**config.mk**
```make
export PLATFORM = sky130hd
export DESIGN_NAME = jfo_alu
export DESIGN_NICKNAME = d
export VERILOG_FILES = /design/src/hdl/jfo_pkg.sv /design/src/hdl/jfo_alu.sv
export SDC_FILE = /design/constraint.sdc
export NUM_CORES = 2
export LEC_CHECK = 0
export BUFFER_PORTS_ARGS = -buffer_cell sky130_fd_sc_hd__clkbuf_2
export CAP_MARGIN = 20
export CORE_AREA = 2 2 318 320
export DETAILED_ROUTE_END_ITERATION = 6
export DIE_AREA = 0 0 320 322
export GPL_TIMING_DRIVEN = 0
export PLACE_DENSITY = 0.75
export SYNTH_ARGS = -nofsm -noshare
export SYNTH_HDL_FRONTEND = slang
export SYNTH_SLANG_ARGS = --single-unit
```
**constraint.sdc**
```tcl
create_clock -name vclk -period 32.6
set_clock_uncertainty 0.1 [all_clocks]
set_input_delay 8.15 -clock vclk [all_inputs]
set_output_delay 8.15 -clock vclk [all_outputs]
set_load 0.01 [all_outputs]
```
**src/hdl/jfo_pkg.sv**
```systemverilog
// Package for the joint friction observer: payload types, codes, sizes.
// No dependencies.
`default_nettype none
package jfo_pkg;
  localparam int JOINT_COUNT = 8;
  localparam int JW = (JOINT_COUNT > 1) ? $clog2(JOINT_COUNT) : 1;
  // Number of arithmetic steps before the gain and filter phase (PID path).
  localparam int NSTEP = 16;

  typedef enum logic [1:0] {
    CMD_LOAD = 2'd0, CMD_INIT = 2'd1, CMD_EST = 2'd2, CMD_NOP = 2'd3
  } cmd_e;

  typedef enum logic [1:0] {
    REG_DT = 2'd0, REG_FW = 2'd1, REG_OBS = 2'd2, REG_INT = 2'd3
  } reg_e;

  // Sequencer states of the top level.
  typedef enum logic [1:0] {ST_IDLE, ST_RUN, ST_OUT} st_e;

  // ALU operations of the shared unit.
  typedef enum logic [2:0] {
    OP_ADD, OP_SUB, OP_MUL, OP_NEG, OP_HALF, OP_MIX
  } op_e;

  typedef struct packed {
    logic [1:0]         command;
    logic [2:0]         joint;
    logic signed [31:0] sensed_position;
    logic signed [31:0] sensed_velocity;
    logic signed [31:0] torque_commanded;
    logic signed [31:0] torque_measured;
    logic signed [31:0] inertia_value;
    logic signed [31:0] gain_l_value;
    logic signed [31:0] gain_p_value;
    logic signed [31:0] gain_i_value;
  } in_t;

  typedef struct packed {
    logic [2:0]         result_joint;
    logic signed [31:0] friction;
    logic signed [31:0] nominal_position;
    logic signed [31:0] nominal_velocity;
    logic               saturated;
  } out_t;

  typedef struct packed {
    op_e                op;
    logic signed [33:0] a;
    logic signed [33:0] b;
    logic signed [33:0] c;
  } alu_req_t;

  typedef struct packed {
    logic signed [31:0] y;
    logic               clip;
  } alu_rsp_t;
endpackage
`default_nettype wire

```
**src/hdl/jfo_alu.sv**
```systemverilog
// Shared saturating arithmetic unit: add, subtract, Q16 multiply, negate,
// halve, filter mix. Depends on jfo_pkg.
`default_nettype none
module jfo_alu import jfo_pkg::*; (
  input  wire alu_req_t req_i,
  output alu_rsp_t      rsp_o
);
  logic signed [67:0] wide;
  logic signed [67:0] sh;
  logic signed [34:0] mb;
  logic signed [67:0] prod;

  // One multiplier serves both the Q16 product and the filter mix. The mix
  // w*prev + (1-w)*est is formed as est + w*(prev - est), which floors the
  // same way because est*65536 is a multiple of 65536.
  always_comb begin
    mb   = (req_i.op == OP_MIX) ? (35'(req_i.b) - 35'(req_i.c)) : 35'(req_i.b);
    prod = 68'(req_i.a) * 68'(mb);
  end

  // Operands are sign extended; multiply results are floored by 16 bits.
  always_comb begin
    wide = '0;
    unique case (req_i.op)
      OP_ADD:  wide = 68'(req_i.a) + 68'(req_i.b);
      OP_SUB:  wide = 68'(req_i.a) - 68'(req_i.b);
      OP_MUL:  wide = prod >>> 16;
      OP_NEG:  wide = -68'(req_i.a);
      OP_HALF: wide = 68'(req_i.a) >>> 1;
      OP_MIX:  wide = (prod >>> 16) + 68'(req_i.c);
      default: wide = '0;
    endcase
    sh = wide;
    if (sh > 68'sd2147483647) begin
      rsp_o.y = 32'sh7fffffff; rsp_o.clip = 1'b1;
    end else if (sh < -68'sd2147483648) begin
      rsp_o.y = 32'sh80000000; rsp_o.clip = 1'b1;
    end else begin
      rsp_o.y = sh[31:0]; rsp_o.clip = 1'b0;
    end
  end
endmodule
`default_nettype wire

```
==> flow_metrics.tcl <==
set metrics [dict create \
    wire_per_inst_um 28.7 \
    crit_slowest_cell "clkbuf_1" \
    holdWs_ps 17090 \
    crit_top_cell "fa_1" \
    crit_start "req_i[104]" \
    overflow 0 \
    critical_path_required_ps 24350 \
    cap_viol_max_count 0 \
    rows 116 \
    grt_pass1_wl_um 337000 \
    yosysTopAreaCellShare 0.462 \
    avgSynthCellArea_um2 8.27 \
    syn_nets 8279 \
    layout-drive-gt1-share 0.0445 \
    ys_types 92 \
    hold_violations 0 \
    hpwlAfterDp_um 201000 \
    cp-end-kind "output port" \
    cp.arrival_ps 23920 \
    clkbuf_count 0 \
    hold_path.class "input port to output port" \
    die_x_um 320 \
    fp.coreArea_um2 99600 \
    yosysSeqAreaShare 0 \
    gr-max-usage-layer "met2" \
    hold_start "req_i[87]" \
    path_buf_inv 18 \
    ant_nets 0 \
    worst_slew_pin_slew_ps 1300 \
    regArea_um2 0 \
    failed_checks "design-rule violations" \
    fin_crit_sh 0.987 \
    grt_use_met3 0.117 \
    synth_warnings 0 \
    grtUsageMet2 0.676 \
    finalMaxSlewViolations 0 \
    remaining_drc_errors 2 \
    utilization 0.577 \
    first_global_vias 48753 \
    syn_inst 6564 \
    cp_max_fo 10 \
    finalWirelength_um 232000 \
    yosysMostFrequentCell "inv_1" \
    design.seq.count 0 \
    synth.area.top_cells "fa_1, inv_1, ha_1, and2_1, nand2_1" \
    port_buffers 137 \
    setup_tns_ps 0 \
    status "complete, but fails checks" \
    final.min_clock_period_ps 32170 \
    grt_antenna_before_repair 35 \
    io_pins 138 \
    critPathKind "input port to output port" \
    rsz0062_at_grt "false" \
    die_y_um 322 \
    synth_commonest_cells "inv_1, fa_1, nand2_1, and2_1, ha_1" \
    max_slew_margin 0.131 \
    drt-initial-drc-count 5578 \
    grt_use_met1 0.606 \
    yosys.area.top_type "fa_1" \
    cp_top_family "adder cells" \
    vias 48944 \
    gp_congestion 1.07 \
    track_usage 0.454 \
    first_pass_iters 7 \
    startpoint_type "input port" \
    setup_violations 0 \
    synth.cell_area_um2 54300 \
    nNetsFinal 8462 \
    area_growth_pct 5.91 \
    cp_slowest_stage_delay_ps 570 \
    grt_max_degree 21 \
    start_util 0.545 \
    max_freq_mhz 31.1 \
    die_area_um2 103000 \
    viasPerCell 6.06 \
]
## tightest hold or removal path, cell delays in order
cell	delay (ps)
clkbuf_2	180
or3_1	140
a32oi_1	90
o21ai_0	120
a221oi_1	90
o21ai_1	120
clkbuf_2	130
## metal layers
metal  routed length, µm  part of all wire
met5                 173           0.00075
met4               16000             0.069
met3               27800              0.12
met2               98900              0.43
met1               89200              0.38
## what timing repair did
| action | in CTS | in global routing |
|---|---|---|
| gates resized for setup | 40 | 86 |
| endpoints found under the setup margin | 32 | 32 |
| cloned | 0 | 0 |
| pin swaps | 1 | 0 |
| hold buffers | 0 | 0 |
| buffers inserted | 1 | 2 |
## cell families (layout without fill, tap and decap cells)
logic type	Yosys count	after routing	synth area share
mux	19	19	0.00353
buf+inv	1796	1977	0.125
xor+xnor	210	210	0.0339
simple gates	1979	1979	0.183
compound gates	946	946	0.110
fa+ha+maj	1614	1614	0.545
other cells	0	38	0
## area by class of cell
class | count | area [µm²]
diodes | 38 | 95.1
multi-input cells | 4768 | 47700
inverters | 1445 | 5420
repair buffers | 184 | 1260
plain buffers | 348 | 1420
fillers | 9370 | 42100
well taps | 1298 | 1620
## stage by stage
| stage | std cells | area [µm²] | worst slack [ps] |
|---|---|---|---|
| 4_1_cts | 8039 | 57200 | 23.5 |
| 2_1_floorplan | 6564 | 54300 | 3640 |
| 6_report | 8081 | 57500 | 431 |
| 5_1_grt | 8059 | 57400 | 3.11 |
| 3_5_place_dp | 8038 | 57100 | -1360 |
| 3_3_place_gp | 7999 | 56600 | -2440 |
## final timing paths
path	endpoint	slack (ps)	cells past startpoint
worst max-delay path	rsp_o[8]	430	52
worst min-delay path	rsp_o[20]	17090	7
## layout by cell type, fill, tap and decap left out, types with 29 or more instances in the layout
cell type and instances:
fa_1 1251, xnor2_1 144, ha_1 358, nand3_1 55
a221oi_1 29, clkbuf_1 288, inv_1 1441, and3_1 30
o21a_1 31, a21oi_1 277, xor2_1 64, nor2_1 231
diode_2 38, and2_1 621, nand2b_1 34, o21ai_0 190
clkbuf_2 175, a21o_1 79, nand2_1 758, nor3_1 54
nand4_1 44, a211oi_1 32, nor2b_1 30, a31oi_1 30
o21ai_1 51, o21bai_1 33
